[src/rtl/result_container_parser_defines.svh]
// assertion macros used by the rtl queue
`ifndef RESULT_CONTAINER_PARSER_DEFINES_SVH
`define RESULT_CONTAINER_PARSER_DEFINES_SVH

// same-cycle implication
`define CRP_ASSERT_IMPL(label, clk, rst, ante, cons) \
   label: assert property (@(posedge clk) disable iff (rst) (ante) |-> (cons)) \
      else $error("crp assertion failed");

// next-cycle implication
`define CRP_ASSERT_NEXT(label, clk, rst, ante, cons) \
   label: assert property (@(posedge clk) disable iff (rst) (ante) |=> (cons)) \
      else $error("crp assertion failed");

`endif

[src/rtl/crp_pkg.sv]
`default_nettype none

package crp_pkg;

   localparam int SIZE_FIELD_BYTES_DEF = 8;
   localparam int QUEUE_DEPTH_DEF      = 2;
   localparam int SIZE_W               = 64;

   localparam logic [7:0] VERSION_RST = 8'd0;
   localparam logic [7:0] LIMIT_RST   = 8'd10;

   localparam logic [0:0] CSR_EXPECTED_VERSION = 1'd0;
   localparam logic [0:0] CSR_ENTRY_LIMIT      = 1'd1;

   localparam logic [2:0] EV_HEADER  = 3'd0;
   localparam logic [2:0] EV_START   = 3'd1;
   localparam logic [2:0] EV_PAYLOAD = 3'd2;
   localparam logic [2:0] EV_RAW     = 3'd3;
   localparam logic [2:0] EV_ERROR   = 3'd4;

   localparam logic [1:0] ERR_BAD_VERSION   = 2'd0;
   localparam logic [1:0] ERR_TOO_MANY      = 2'd1;
   localparam logic [1:0] ERR_UNKNOWN_MARK  = 2'd2;
   localparam logic [1:0] ERR_TRUNCATED     = 2'd3;

   typedef struct packed {
      logic [2:0]        event_res;
      logic [7:0]        hdr_version;
      logic [7:0]        entry_count;
      logic [7:0]        entry_index;
      logic [7:0]        item_type;
      logic [SIZE_W-1:0] item_size;
      logic [7:0]        data_byte;
      logic              payload_last;
      logic              all_done;
      logic [1:0]        error_code;
   } res_type;

   typedef struct packed {
      logic    vld;
      res_type res;
   } push_type;

endpackage

`default_nettype wire

[src/rtl/crp_req_if.sv]
`default_nettype none

interface crp_req_if;
   logic       valid;
   logic       ready;
   logic [7:0] in_byte;
   logic       stream_end;

   modport source (output valid, output in_byte, output stream_end, input ready);
   modport sink (input valid, input in_byte, input stream_end, output ready);
endinterface

`default_nettype wire

[src/rtl/crp_rsp_if.sv]
`default_nettype none

interface crp_rsp_if;
   logic                      valid;
   logic                      ready;
   logic [2:0]                event_res;
   logic [7:0]                hdr_version;
   logic [7:0]                entry_count;
   logic [7:0]                entry_index;
   logic [7:0]                item_type;
   logic [crp_pkg::SIZE_W-1:0] item_size;
   logic [7:0]                data_byte;
   logic                      payload_last;
   logic                      all_done;
   logic [1:0]                error_code;

   modport source (output valid, output event_res, output hdr_version,
                   output entry_count, output entry_index, output item_type,
                   output item_size, output data_byte, output payload_last,
                   output all_done, output error_code, input ready);
   modport sink (input valid, input event_res, input hdr_version,
                 input entry_count, input entry_index, input item_type,
                 input item_size, input data_byte, input payload_last,
                 input all_done, input error_code, output ready);
endinterface

`default_nettype wire

[src/rtl/crp_csr_if.sv]
`default_nettype none

interface crp_csr_if;
   logic       valid;
   logic       ready;
   logic [0:0] addr;
   logic [7:0] wdata;

   modport source (output valid, output addr, output wdata, input ready);
   modport sink (input valid, input addr, input wdata, output ready);
endinterface

`default_nettype wire

[src/rtl/crp_front.sv]
`default_nettype none

module crp_front #(
   parameter int SIZE_FIELD_BYTES = crp_pkg::SIZE_FIELD_BYTES_DEF
) (
   input  logic               clock,
   input  logic               reset,
   crp_req_if.sink            req_bus,
   crp_csr_if.sink            csr_bus,
   input  logic               q_ready,
   output crp_pkg::push_type  push
);

   localparam int SCW = (SIZE_FIELD_BYTES > 1) ? $clog2(SIZE_FIELD_BYTES) : 1;
   localparam logic [SCW-1:0] SIZE_LAST = SCW'(SIZE_FIELD_BYTES - 1);
   localparam int SW = crp_pkg::SIZE_W;

   localparam logic [2:0] PH_VERSION = 3'd0;
   localparam logic [2:0] PH_COUNT   = 3'd1;
   localparam logic [2:0] PH_MARKER  = 3'd2;
   localparam logic [2:0] PH_TYPE    = 3'd3;
   localparam logic [2:0] PH_SIZE    = 3'd4;
   localparam logic [2:0] PH_PAYLOAD = 3'd5;
   localparam logic [2:0] PH_IDLE    = 3'd6;

   logic [7:0]     exp_version_ff;
   logic [7:0]     entry_limit_ff;

   logic [2:0]     phase_ff, phase_in;
   logic [SCW-1:0] size_cnt_ff, size_cnt_in;
   logic [7:0]     index_ff, index_in;
   logic [7:0]     count_ff, count_in;
   logic           raw_ff, raw_in;
   logic [7:0]     type_ff, type_in;
   logic [SW-1:0]  size_ff, size_in;
   logic [SW-1:0]  left_ff, left_in;
   logic [7:0]     version_ff, version_in;

   logic           fire;
   logic [7:0]     b;
   logic [SW-1:0]  size_new;
   logic [7:0]     index_nx;
   logic           fin;
   logic           vld_c;
   logic [2:0]     ev_c;
   logic [7:0]     data_c;
   logic           last_c;
   logic           done_c;
   logic [1:0]     err_c;

   assign req_bus.ready = q_ready;
   assign csr_bus.ready = 1'b1;
   assign fire = req_bus.valid & req_bus.ready;
   assign b = req_bus.in_byte;
   assign size_new = {size_ff[SW-9:0], b};
   assign index_nx = index_ff + 8'd1;
   assign fin = (({1'b0, index_ff} + 9'd1) == {1'b0, count_ff});

   always_comb begin
      phase_in    = phase_ff;
      size_cnt_in = size_cnt_ff;
      index_in    = index_ff;
      count_in    = count_ff;
      raw_in      = raw_ff;
      type_in     = type_ff;
      size_in     = size_ff;
      left_in     = left_ff;
      version_in  = version_ff;
      vld_c       = 1'b0;
      ev_c        = crp_pkg::EV_ERROR;
      data_c      = 8'd0;
      last_c      = 1'b0;
      done_c      = 1'b0;
      err_c       = crp_pkg::ERR_BAD_VERSION;

      unique case (phase_ff)
         PH_VERSION: begin
            version_in = b;
            if (b != exp_version_ff) begin
               vld_c    = 1'b1;
               ev_c     = crp_pkg::EV_ERROR;
               err_c    = crp_pkg::ERR_BAD_VERSION;
               phase_in = PH_IDLE;
            end else begin
               phase_in = PH_COUNT;
            end
         end
         PH_COUNT: begin
            count_in = b;
            vld_c    = 1'b1;
            if (b >= entry_limit_ff) begin
               ev_c     = crp_pkg::EV_ERROR;
               err_c    = crp_pkg::ERR_TOO_MANY;
               phase_in = PH_IDLE;
            end else begin
               ev_c     = crp_pkg::EV_HEADER;
               done_c   = (b == 8'd0);
               phase_in = (b == 8'd0) ? PH_IDLE : PH_MARKER;
            end
         end
         PH_MARKER: begin
            if (b[7:1] != 7'd0) begin
               vld_c    = 1'b1;
               ev_c     = crp_pkg::EV_ERROR;
               err_c    = crp_pkg::ERR_UNKNOWN_MARK;
               phase_in = PH_IDLE;
            end else begin
               raw_in   = b[0];
               phase_in = PH_TYPE;
            end
         end
         PH_TYPE: begin
            type_in     = b;
            size_in     = '0;
            size_cnt_in = '0;
            phase_in    = PH_SIZE;
         end
         PH_SIZE: begin
            size_in     = size_new;
            size_cnt_in = size_cnt_ff + SCW'(1);
            if (size_cnt_ff == SIZE_LAST) begin
               vld_c       = 1'b1;
               size_cnt_in = '0;
               if (raw_ff) begin
                  ev_c     = crp_pkg::EV_RAW;
                  done_c   = fin;
                  index_in = index_nx;
                  phase_in = (index_nx == count_ff) ? PH_IDLE : PH_MARKER;
               end else if (size_new == '0) begin
                  ev_c     = crp_pkg::EV_START;
                  last_c   = 1'b1;
                  done_c   = fin;
                  index_in = index_nx;
                  phase_in = (index_nx == count_ff) ? PH_IDLE : PH_MARKER;
               end else begin
                  ev_c     = crp_pkg::EV_START;
                  left_in  = size_new;
                  phase_in = PH_PAYLOAD;
               end
            end
         end
         PH_PAYLOAD: begin
            vld_c  = 1'b1;
            ev_c   = crp_pkg::EV_PAYLOAD;
            data_c = b;
            if (left_ff == SW'(1)) begin
               last_c   = 1'b1;
               done_c   = fin;
               left_in  = '0;
               index_in = index_nx;
               phase_in = (index_nx == count_ff) ? PH_IDLE : PH_MARKER;
            end else begin
               left_in = left_ff - SW'(1);
            end
         end
         default: begin
            phase_in = PH_IDLE;
         end
      endcase

      push.vld                = fire & vld_c;
      push.res.event_res      = ev_c;
      push.res.hdr_version    = version_in;
      push.res.entry_count    = count_in;
      push.res.entry_index    = index_ff;
      push.res.item_type      = type_in;
      push.res.item_size      = size_in;
      push.res.data_byte      = data_c;
      push.res.payload_last   = last_c;
      push.res.all_done       = done_c;
      push.res.error_code     = err_c;

      if (req_bus.stream_end) begin
         if ((phase_ff != PH_IDLE) && (phase_in != PH_IDLE)) begin
            push.vld                = fire;
            push.res.event_res      = crp_pkg::EV_ERROR;
            push.res.entry_index    = index_in;
            push.res.data_byte      = 8'd0;
            push.res.payload_last   = 1'b0;
            push.res.all_done       = 1'b0;
            push.res.error_code     = crp_pkg::ERR_TRUNCATED;
         end
         phase_in    = PH_VERSION;
         size_cnt_in = '0;
         index_in    = 8'd0;
         count_in    = 8'd0;
         raw_in      = 1'b0;
         type_in     = 8'd0;
         size_in     = '0;
         left_in     = '0;
         version_in  = 8'd0;
      end
   end

   always_ff @(posedge clock) begin
      if (reset) begin
         phase_ff    <= PH_VERSION;
         size_cnt_ff <= '0;
         index_ff    <= 8'd0;
         count_ff    <= 8'd0;
         raw_ff      <= 1'b0;
         type_ff     <= 8'd0;
         size_ff     <= '0;
         left_ff     <= '0;
         version_ff  <= 8'd0;
      end else if (fire) begin
         phase_ff    <= phase_in;
         size_cnt_ff <= size_cnt_in;
         index_ff    <= index_in;
         count_ff    <= count_in;
         raw_ff      <= raw_in;
         type_ff     <= type_in;
         size_ff     <= size_in;
         left_ff     <= left_in;
         version_ff  <= version_in;
      end
   end

   always_ff @(posedge clock) begin
      if (reset) begin
         exp_version_ff <= crp_pkg::VERSION_RST;
         entry_limit_ff <= crp_pkg::LIMIT_RST;
      end else if (csr_bus.valid) begin
         unique case (csr_bus.addr)
            crp_pkg::CSR_EXPECTED_VERSION: exp_version_ff <= csr_bus.wdata;
            crp_pkg::CSR_ENTRY_LIMIT:      entry_limit_ff <= csr_bus.wdata;
            default: begin
            end
         endcase
      end
   end

endmodule

`default_nettype wire

[src/rtl/crp_queue.sv]
`default_nettype none

`include "result_container_parser_defines.svh"

module crp_queue #(
   parameter int QUEUE_DEPTH = crp_pkg::QUEUE_DEPTH_DEF
) (
   input  logic              clock,
   input  logic              reset,
   input  crp_pkg::push_type push,
   output logic              in_rdy,
   output logic              out_vld,
   input  logic              out_rdy,
   output crp_pkg::res_type  out_data
);

   localparam int PW = (QUEUE_DEPTH > 1) ? $clog2(QUEUE_DEPTH) : 1;
   localparam int CW = $clog2(QUEUE_DEPTH + 1);
   localparam logic [PW-1:0] PTR_LAST = PW'(QUEUE_DEPTH - 1);
   localparam logic [CW-1:0] CNT_FULL = CW'(QUEUE_DEPTH);

   crp_pkg::res_type mem_ff [QUEUE_DEPTH];
   logic [PW-1:0] wr_ptr_ff, wr_ptr_in;
   logic [PW-1:0] rd_ptr_ff, rd_ptr_in;
   logic [CW-1:0] cnt_ff, cnt_in;
   logic          wr_en;
   logic          rd_en;

   assign in_rdy   = (cnt_ff != CNT_FULL);
   assign out_vld  = (cnt_ff != '0);
   assign out_data = mem_ff[rd_ptr_ff];
   assign wr_en    = push.vld & in_rdy;
   assign rd_en    = out_vld & out_rdy;

   always_comb begin
      wr_ptr_in = wr_ptr_ff;
      rd_ptr_in = rd_ptr_ff;
      cnt_in    = cnt_ff;
      if (wr_en) begin
         wr_ptr_in = (wr_ptr_ff == PTR_LAST) ? '0 : wr_ptr_ff + PW'(1);
      end
      if (rd_en) begin
         rd_ptr_in = (rd_ptr_ff == PTR_LAST) ? '0 : rd_ptr_ff + PW'(1);
      end
      priority if (wr_en && !rd_en) begin
         cnt_in = cnt_ff + CW'(1);
      end else if (rd_en && !wr_en) begin
         cnt_in = cnt_ff - CW'(1);
      end else begin
         cnt_in = cnt_ff;
      end
   end

   always_ff @(posedge clock) begin
      if (reset) begin
         wr_ptr_ff <= '0;
         rd_ptr_ff <= '0;
         cnt_ff    <= '0;
      end else begin
         wr_ptr_ff <= wr_ptr_in;
         rd_ptr_ff <= rd_ptr_in;
         cnt_ff    <= cnt_in;
      end
   end

   always_ff @(posedge clock) begin
      if (wr_en) begin
         mem_ff[wr_ptr_ff] <= push.res;
      end
   end

   `CRP_ASSERT_IMPL(a_cnt_bound, clock, reset, 1'b1, cnt_ff <= CNT_FULL)
   `CRP_ASSERT_NEXT(a_cnt_up, clock, reset, wr_en && !rd_en, cnt_ff == $past(cnt_ff) + CW'(1))
   `CRP_ASSERT_NEXT(a_cnt_down, clock, reset, rd_en && !wr_en, cnt_ff == $past(cnt_ff) - CW'(1))
   `CRP_ASSERT_NEXT(a_head_hold, clock, reset, out_vld && !rd_en, $stable(out_data))

endmodule

`default_nettype wire

[src/rtl/result_container_parser.sv]
// container stream parser
// req_bus: one stream byte per beat (in_byte, stream_end marks the final byte)
// csr_bus: register writes, addr 0 expected version, addr 1 entry limit;
//   always ready, write only while no beat is in flight
// rsp_bus: at most one result beat per request beat (header, entry start,
//   payload byte, raw entry or error) with the current header and entry fields
// a result beat is written into the queue when its request beat is taken
// throughput: one request beat per cycle while the queue is not full; each byte
//   is a single state update, plus a 64-bit decrement of the payload counter for a payload byte
// a QUEUE_DEPTH entry queue sits between the parser and rsp_bus; when the
//   receiver stalls, the queue fills and req_bus.ready drops while it is full,
//   with no beat lost or repeated
// reset: parse state returns to expecting a version byte, registers return to
//   version 0 and entry limit 10, the queue is emptied
// after an error or completion, bytes give no result until stream_end, and
//   every stream_end beat returns the parser to the start of a new stream
`default_nettype none

module result_container_parser #(
   parameter int SIZE_FIELD_BYTES = crp_pkg::SIZE_FIELD_BYTES_DEF,
   parameter int QUEUE_DEPTH      = crp_pkg::QUEUE_DEPTH_DEF
) (
   input  logic        clock,
   input  logic        reset,
   crp_req_if.sink     req_bus,
   crp_rsp_if.source   rsp_bus,
   crp_csr_if.sink     csr_bus
);

   crp_pkg::push_type push;
   crp_pkg::res_type  head;
   logic              q_ready;

   crp_front #(
      .SIZE_FIELD_BYTES (SIZE_FIELD_BYTES)
   ) u_front (
      .clock   (clock),
      .reset   (reset),
      .req_bus (req_bus),
      .csr_bus (csr_bus),
      .q_ready (q_ready),
      .push    (push)
   );

   crp_queue #(
      .QUEUE_DEPTH (QUEUE_DEPTH)
   ) u_queue (
      .clock    (clock),
      .reset    (reset),
      .push     (push),
      .in_rdy   (q_ready),
      .out_vld  (rsp_bus.valid),
      .out_rdy  (rsp_bus.ready),
      .out_data (head)
   );

   assign rsp_bus.event_res      = head.event_res;
   assign rsp_bus.hdr_version    = head.hdr_version;
   assign rsp_bus.entry_count    = head.entry_count;
   assign rsp_bus.entry_index    = head.entry_index;
   assign rsp_bus.item_type      = head.item_type;
   assign rsp_bus.item_size      = head.item_size;
   assign rsp_bus.data_byte      = head.data_byte;
   assign rsp_bus.payload_last   = head.payload_last;
   assign rsp_bus.all_done       = head.all_done;
   assign rsp_bus.error_code     = head.error_code;

endmodule

`default_nettype wire

[src/flat_wrapper.sv]
// flat-port wrapper written by rule: the top's interface ports become plain ports
module result_container_parser_flat 
#(
   parameter int SIZE_FIELD_BYTES = crp_pkg::SIZE_FIELD_BYTES_DEF,
   parameter int QUEUE_DEPTH      = crp_pkg::QUEUE_DEPTH_DEF
)
  (clock, reset, req_bus_valid, req_bus_in_byte, req_bus_stream_end, req_bus_ready, rsp_bus_valid, rsp_bus_event_res, rsp_bus_hdr_version, rsp_bus_entry_count, rsp_bus_entry_index, rsp_bus_item_type, rsp_bus_item_size, rsp_bus_data_byte, rsp_bus_payload_last, rsp_bus_all_done, rsp_bus_error_code, rsp_bus_ready, csr_bus_valid, csr_bus_addr, csr_bus_wdata, csr_bus_ready);
  crp_req_if req_bus_i ();
  crp_rsp_if rsp_bus_i ();
  crp_csr_if csr_bus_i ();
  input  logic clock;
  input  logic reset;
  input wire logic [$bits(req_bus_i.valid)-1:0] req_bus_valid;
  input wire logic [$bits(req_bus_i.in_byte)-1:0] req_bus_in_byte;
  input wire logic [$bits(req_bus_i.stream_end)-1:0] req_bus_stream_end;
  output wire logic [$bits(req_bus_i.ready)-1:0] req_bus_ready;
  output wire logic [$bits(rsp_bus_i.valid)-1:0] rsp_bus_valid;
  output wire logic [$bits(rsp_bus_i.event_res)-1:0] rsp_bus_event_res;
  output wire logic [$bits(rsp_bus_i.hdr_version)-1:0] rsp_bus_hdr_version;
  output wire logic [$bits(rsp_bus_i.entry_count)-1:0] rsp_bus_entry_count;
  output wire logic [$bits(rsp_bus_i.entry_index)-1:0] rsp_bus_entry_index;
  output wire logic [$bits(rsp_bus_i.item_type)-1:0] rsp_bus_item_type;
  output wire logic [$bits(rsp_bus_i.item_size)-1:0] rsp_bus_item_size;
  output wire logic [$bits(rsp_bus_i.data_byte)-1:0] rsp_bus_data_byte;
  output wire logic [$bits(rsp_bus_i.payload_last)-1:0] rsp_bus_payload_last;
  output wire logic [$bits(rsp_bus_i.all_done)-1:0] rsp_bus_all_done;
  output wire logic [$bits(rsp_bus_i.error_code)-1:0] rsp_bus_error_code;
  input wire logic [$bits(rsp_bus_i.ready)-1:0] rsp_bus_ready;
  input wire logic [$bits(csr_bus_i.valid)-1:0] csr_bus_valid;
  input wire logic [$bits(csr_bus_i.addr)-1:0] csr_bus_addr;
  input wire logic [$bits(csr_bus_i.wdata)-1:0] csr_bus_wdata;
  output wire logic [$bits(csr_bus_i.ready)-1:0] csr_bus_ready;
  assign req_bus_i.valid = req_bus_valid;
  assign req_bus_i.in_byte = req_bus_in_byte;
  assign req_bus_i.stream_end = req_bus_stream_end;
  assign req_bus_ready = req_bus_i.ready;
  assign rsp_bus_valid = rsp_bus_i.valid;
  assign rsp_bus_event_res = rsp_bus_i.event_res;
  assign rsp_bus_hdr_version = rsp_bus_i.hdr_version;
  assign rsp_bus_entry_count = rsp_bus_i.entry_count;
  assign rsp_bus_entry_index = rsp_bus_i.entry_index;
  assign rsp_bus_item_type = rsp_bus_i.item_type;
  assign rsp_bus_item_size = rsp_bus_i.item_size;
  assign rsp_bus_data_byte = rsp_bus_i.data_byte;
  assign rsp_bus_payload_last = rsp_bus_i.payload_last;
  assign rsp_bus_all_done = rsp_bus_i.all_done;
  assign rsp_bus_error_code = rsp_bus_i.error_code;
  assign rsp_bus_i.ready = rsp_bus_ready;
  assign csr_bus_i.valid = csr_bus_valid;
  assign csr_bus_i.addr = csr_bus_addr;
  assign csr_bus_i.wdata = csr_bus_wdata;
  assign csr_bus_ready = csr_bus_i.ready;
  result_container_parser #(.SIZE_FIELD_BYTES(SIZE_FIELD_BYTES), .QUEUE_DEPTH(QUEUE_DEPTH)) u_core (.clock(clock), .reset(reset), .req_bus(req_bus_i), .rsp_bus(rsp_bus_i), .csr_bus(csr_bus_i));
endmodule
[config.mk]
export PLATFORM = sky130hd
export DESIGN_NAME = result_container_parser_flat
export DESIGN_NICKNAME = d
export VERILOG_FILES = /design/src/rtl/crp_pkg.sv /design/src/rtl/crp_req_if.sv /design/src/rtl/crp_rsp_if.sv /design/src/rtl/crp_csr_if.sv /design/src/rtl/crp_front.sv /design/src/rtl/crp_queue.sv /design/src/rtl/result_container_parser.sv /design/src/flat_wrapper.sv
export VERILOG_INCLUDE_DIRS = /design/src /design/src/rtl
export SDC_FILE = /design/constraint.sdc
export NUM_CORES = 1
export LEC_CHECK = 0
export BUFFER_PORTS_ARGS = -buffer_cell sky130_fd_sc_hd__buf_2
export CAP_MARGIN = 10
export CORE_MARGIN = 2
export CORE_UTILIZATION = 54
export CTS_CLUSTER_SIZE = 25
export DETAILED_ROUTE_END_ITERATION = 10
export PLACE_DENSITY_LB_ADDON = 0.3
export SYNTH_ARGS = -nofsm -noshare
export SYNTH_HDL_FRONTEND = slang
export SYNTH_SLANG_ARGS = --single-unit
[constraint.sdc]
create_clock -name clock -period 8.7 [get_ports clock]
set_input_delay 1.74 -clock clock [delete_from_list [all_inputs] [get_ports clock]]
set_output_delay 1.74 -clock clock [all_outputs]
set_load 0.1 [all_outputs]
==> results.py <==
metrics = {
    "die": {
        "die_h_um": 188.7,
        "pin_count": 137,
        "die_x_um": 188.7,
        "core_sq_mm": 0.03353,
        "core.rowCount": 67,
        "initial_core_util_pct": 54.93,
        "dieArea_sq_mm": 0.03560,
    },
    "yosys": {
        "synth_warnings": 0,
        "syn_area_per_cell_sq_um": 11.09,
        "async_flop_share_pct": 0,
        "syn_inst": 1660,
        "syn_area_sq_mm": 0.01842,
        "yosysSeqAreaShare_pct": 56.63,
        "synth_top_area_share_pct": 36.20,
        "synthFlopType": "edfxtp_1",
        "synth_common_cells": "edfxtp_1, dfxtp_1, nor2_1",
        "yosys.cell_types.count": 67,
        "yosysMostFrequentCell": "edfxtp_1",
        "synth_nets": 1697,
        "synth-edff-count": 222,
        "ys_top_cells_by_area": "edfxtp_1, dfxtp_1, mux2_2",
        "ys_seq_elements": 410,
        "yosys.area.top_type": "edfxtp_1",
    },
    "critical_path": {
        "end_kind": "flop",
        "worstPathMaxFanout": 33,
        "crit_chain": "buf_2 > or4_1 > or4_1 > o41ai_2 > o31ai_1 > and2_1 > buf_4 > nand2b_1 > nor2_1 > a221o_1",
        "cpMostUsedCell": "or4_1",
        "crit_family": "simple AND/OR/NAND/NOR gates",
        "cp_num_cells": 10,
        "arrival_ns": 5.34,
        "critPathBufInv": 2,
        "cp-start-kind": "input pin",
        "slowest_stage": "nand2b_1",
        "ff2ff_path_depth": 10,
        "cpPeakStageDelay_ns": 0.63,
        "cp.required_ns": 9.12,
        "crit_type": "in -> reg",
    },
    "power": {
        "peakVddDrop_mv": 0.2578,
        "combPwrFrac_pct": 36.6,
        "power.internal_mw": 3.697,
        "pwr-share-seq_pct": 36.1,
        "p_sw_mw": 2.796,
        "clock_power_share_pct": 27.3,
        "swShare_pct": 43.06,
        "p_leak_nw": 7.758,
        "powerDensity_mw_per_mm2": 313.2,
    },
    "cells_and_area": {
        "drive_above_1_share_pct": 20.72,
        "fin_nets": 1766,
        "area_growth_pct": 12.55,
        "layout.cells.non_filler": 2210,
        "diodes": 0,
        "nFillCells": 2658,
    },
    "clocking": {
        "htree_levels": 2,
        "post_cts_buffers": 0,
        "cts_resized": 0,
        "clk_pin_slew_ns": 0.06,
        "cts_tree": "built",
        "cts_max_path_buffers": 3,
        "ctsHoldBuffers": 0,
        "clock-sinks": 410,
        "clk_latency_ns": 0.54,
        "cts-root-buf": "clkbuf_16",
        "cts_made_buffers": 41,
    },
    "drt": {
        "ant_nets": 0,
        "totalWireLength_um": 46450,
        "drcViolationCount": 0,
        "drtIter0Drc": 1646,
        "vias": 13900,
        "firstDrtPassIters": 6,
        "wl_per_cell_um": 21.02,
        "viasPerCell": 6.290,
    },
    "placed_design": {
        "place_hpwl_um": 29620,
        "placed_cells": 2134,
        "port_buffers": 135,
        "gp_congestion": 0.9280,
    },
    "timing": {
        "period_needed_ns": 4.924,
        "final.setup_skew_ns": 0.01514,
        "clock.fmax_mhz": 203.1,
        "setup_tns_ns": 0,
        "grt_setup_unrepaired": "no",
        "finalHoldViolCount": 0,
        "tightestPinTransition_ns": 1.168,
        "slew_headroom_pct": 21.55,
        "fin_crit_sh_pct": 56.60,
        "slew_viol_final": 0,
        "final-setup-viol-count": 0,
    },
    "grt": {
        "grt_pass1_wl_um": 72520,
        "grt_overflow_total": 0,
        "antenna_found_initial": 0,
        "grt_max_degree": 106,
        "track_usage_pct": 25.46,
        "grt_pass1_vias": 13110,
    },
    "flow_run": {
        "drv_cap": 0,
    },
    "hold_path": {
        "whs_path_depth": 2,
        "hp-class": "reg -> reg",
    },
    "outcome": {
        "status": "completed",
    },
}
[routing by layer]
layer,global-route usage (%),vias up,wire (um)
met1,35.98,6827,19670
met4,7.512,0,1167
met3,4.824,97,4233
met2,40.05,656,21380
li1,-,6322,-
met5,0,-,0
[sequential cells by signal (all words and copies together), names as in the netlist, named ones only]
register,flops
u_core.u_queue.wr_ptr_ff,1
u_core.u_front.left_ff,64
u_core.u_queue.cnt_ff,2
u_core.u_queue.mem_ff,222
u_core.u_front.count_ff,8
u_core.u_front.type_ff,8
u_core.u_front.entry_limit_ff,8
u_core.u_queue.rd_ptr_ff,1
u_core.u_front.exp_version_ff,8
u_core.u_front.raw_ff,1
u_core.u_front.index_ff,8
u_core.u_front.size_ff,64
u_core.u_front.version_ff,8
u_core.u_front.size_cnt_ff,3
u_core.u_front.phase_ff,3
[power by group through the flow]
stage          Clock [mW]  Sequential, mW  Combinational (mW)
6_report             1.77            2.34                2.38
5_1_grt              1.86            2.36                2.45
4_1_cts              1.79            2.35                2.39
3_5_place_dp            0            2.39                2.38
3_3_place_gp            0            2.37                2.38
2_1_floorplan           0            2.35                2.06
[cells in the final DEF (no fill, tap or decap), drive strengths merged, types with 4 or more instances in the layout]
cell    instances
mux2          130
ha             14
dfxtp         188
clkinv         15
xor2           46
or2             7
nor2b           7
buf           150
and3           12
clkbuf         54
a22o           68
nand3          13
nand2         134
mux2i          10
inv            16
nand2b          9
a21oi          52
a22oi         133
a21o            6
o31ai          18
nor3           39
bufinv          4
a32oi           5
and2            8
or3            16
o21ai          62
nand3b          4
xnor2          26
nor2          183
edfxtp        222
nor4           36
nand4          11
or4            17
[worst reg2reg max path, stage by stage (launching register included)]
cell and delay [ns]:
dfxtp_1 0.63, nand2b_1 0.40, nor2_4 0.16, buf_4 0.64, nand2_1 0.29, o221ai_1 0.29
a21o_1 0.15, a21oi_1 0.10, nor2_1 0.32, nor2b_4 0.36, buf_12 0.41
[path summary, 6_finish.rpt]
kind / slack (ns) / endpoint / from
worst min register to register: 0.46 / u_core.u_front.entry_limit_ff[5] / u_core.u_front.entry_limit_ff[5]
worst max register to register: 4.36 / u_core.u_queue.mem_ff[0][33] / u_core.u_front.phase_ff[2]
worst max-delay path: 3.78 / u_core.u_front.left_ff[45] / req_bus_in_byte[4]
worst min-delay path: 0.46 / u_core.u_front.entry_limit_ff[5] / u_core.u_front.entry_limit_ff[5]
[layout make-up]
type / count / area [sq um] / share of cell area, %
repair buffers: 150 / 815.8 / 3.936
clock inverters: 22 / 240.2 / 1.159
well taps: 448 / 560.5 / 2.704
clock buffers: 54 / 1116 / 5.384
flip-flops and latches: 410 / 10430 / 50.34
multi-input cells: 1110 / 7502 / 36.19
inverters: 16 / 60.06 / 0.2897
[stage by stage]
step	instance area (sq um)	power [mW]	hold WS [ns]	setup slack [ns]	utilization [%]
after floorplan	18420	4.412	0.4363	1.814	-
after global placement	19370	4.754	0.4474	3.407	57.77
after detailed placement	19370	4.769	0.4543	3.307	57.77
after CTS	20730	6.524	0.4620	3.894	61.82
after global routing	20730	6.676	0.4866	3.625	61.82
final	20730	6.492	0.4608	3.776	61.82
[cells by family after synthesis]
kind of cell | after synthesis | share of synthesized area [%]
XOR/XNOR | 73 | 3.546
multiplexers | 140 | 8.492
buffers and inverters | 140 | 2.908
adder cells (fa/ha/maj) | 14 | 0.9511
other | 1 | 0.02036
AO/OA/AOI/OAI | 375 | 14.52
AND/OR/NAND/NOR | 507 | 12.93
flip-flops | 410 | 56.63
No activity file was read; power rests on OpenSTA's default activity.
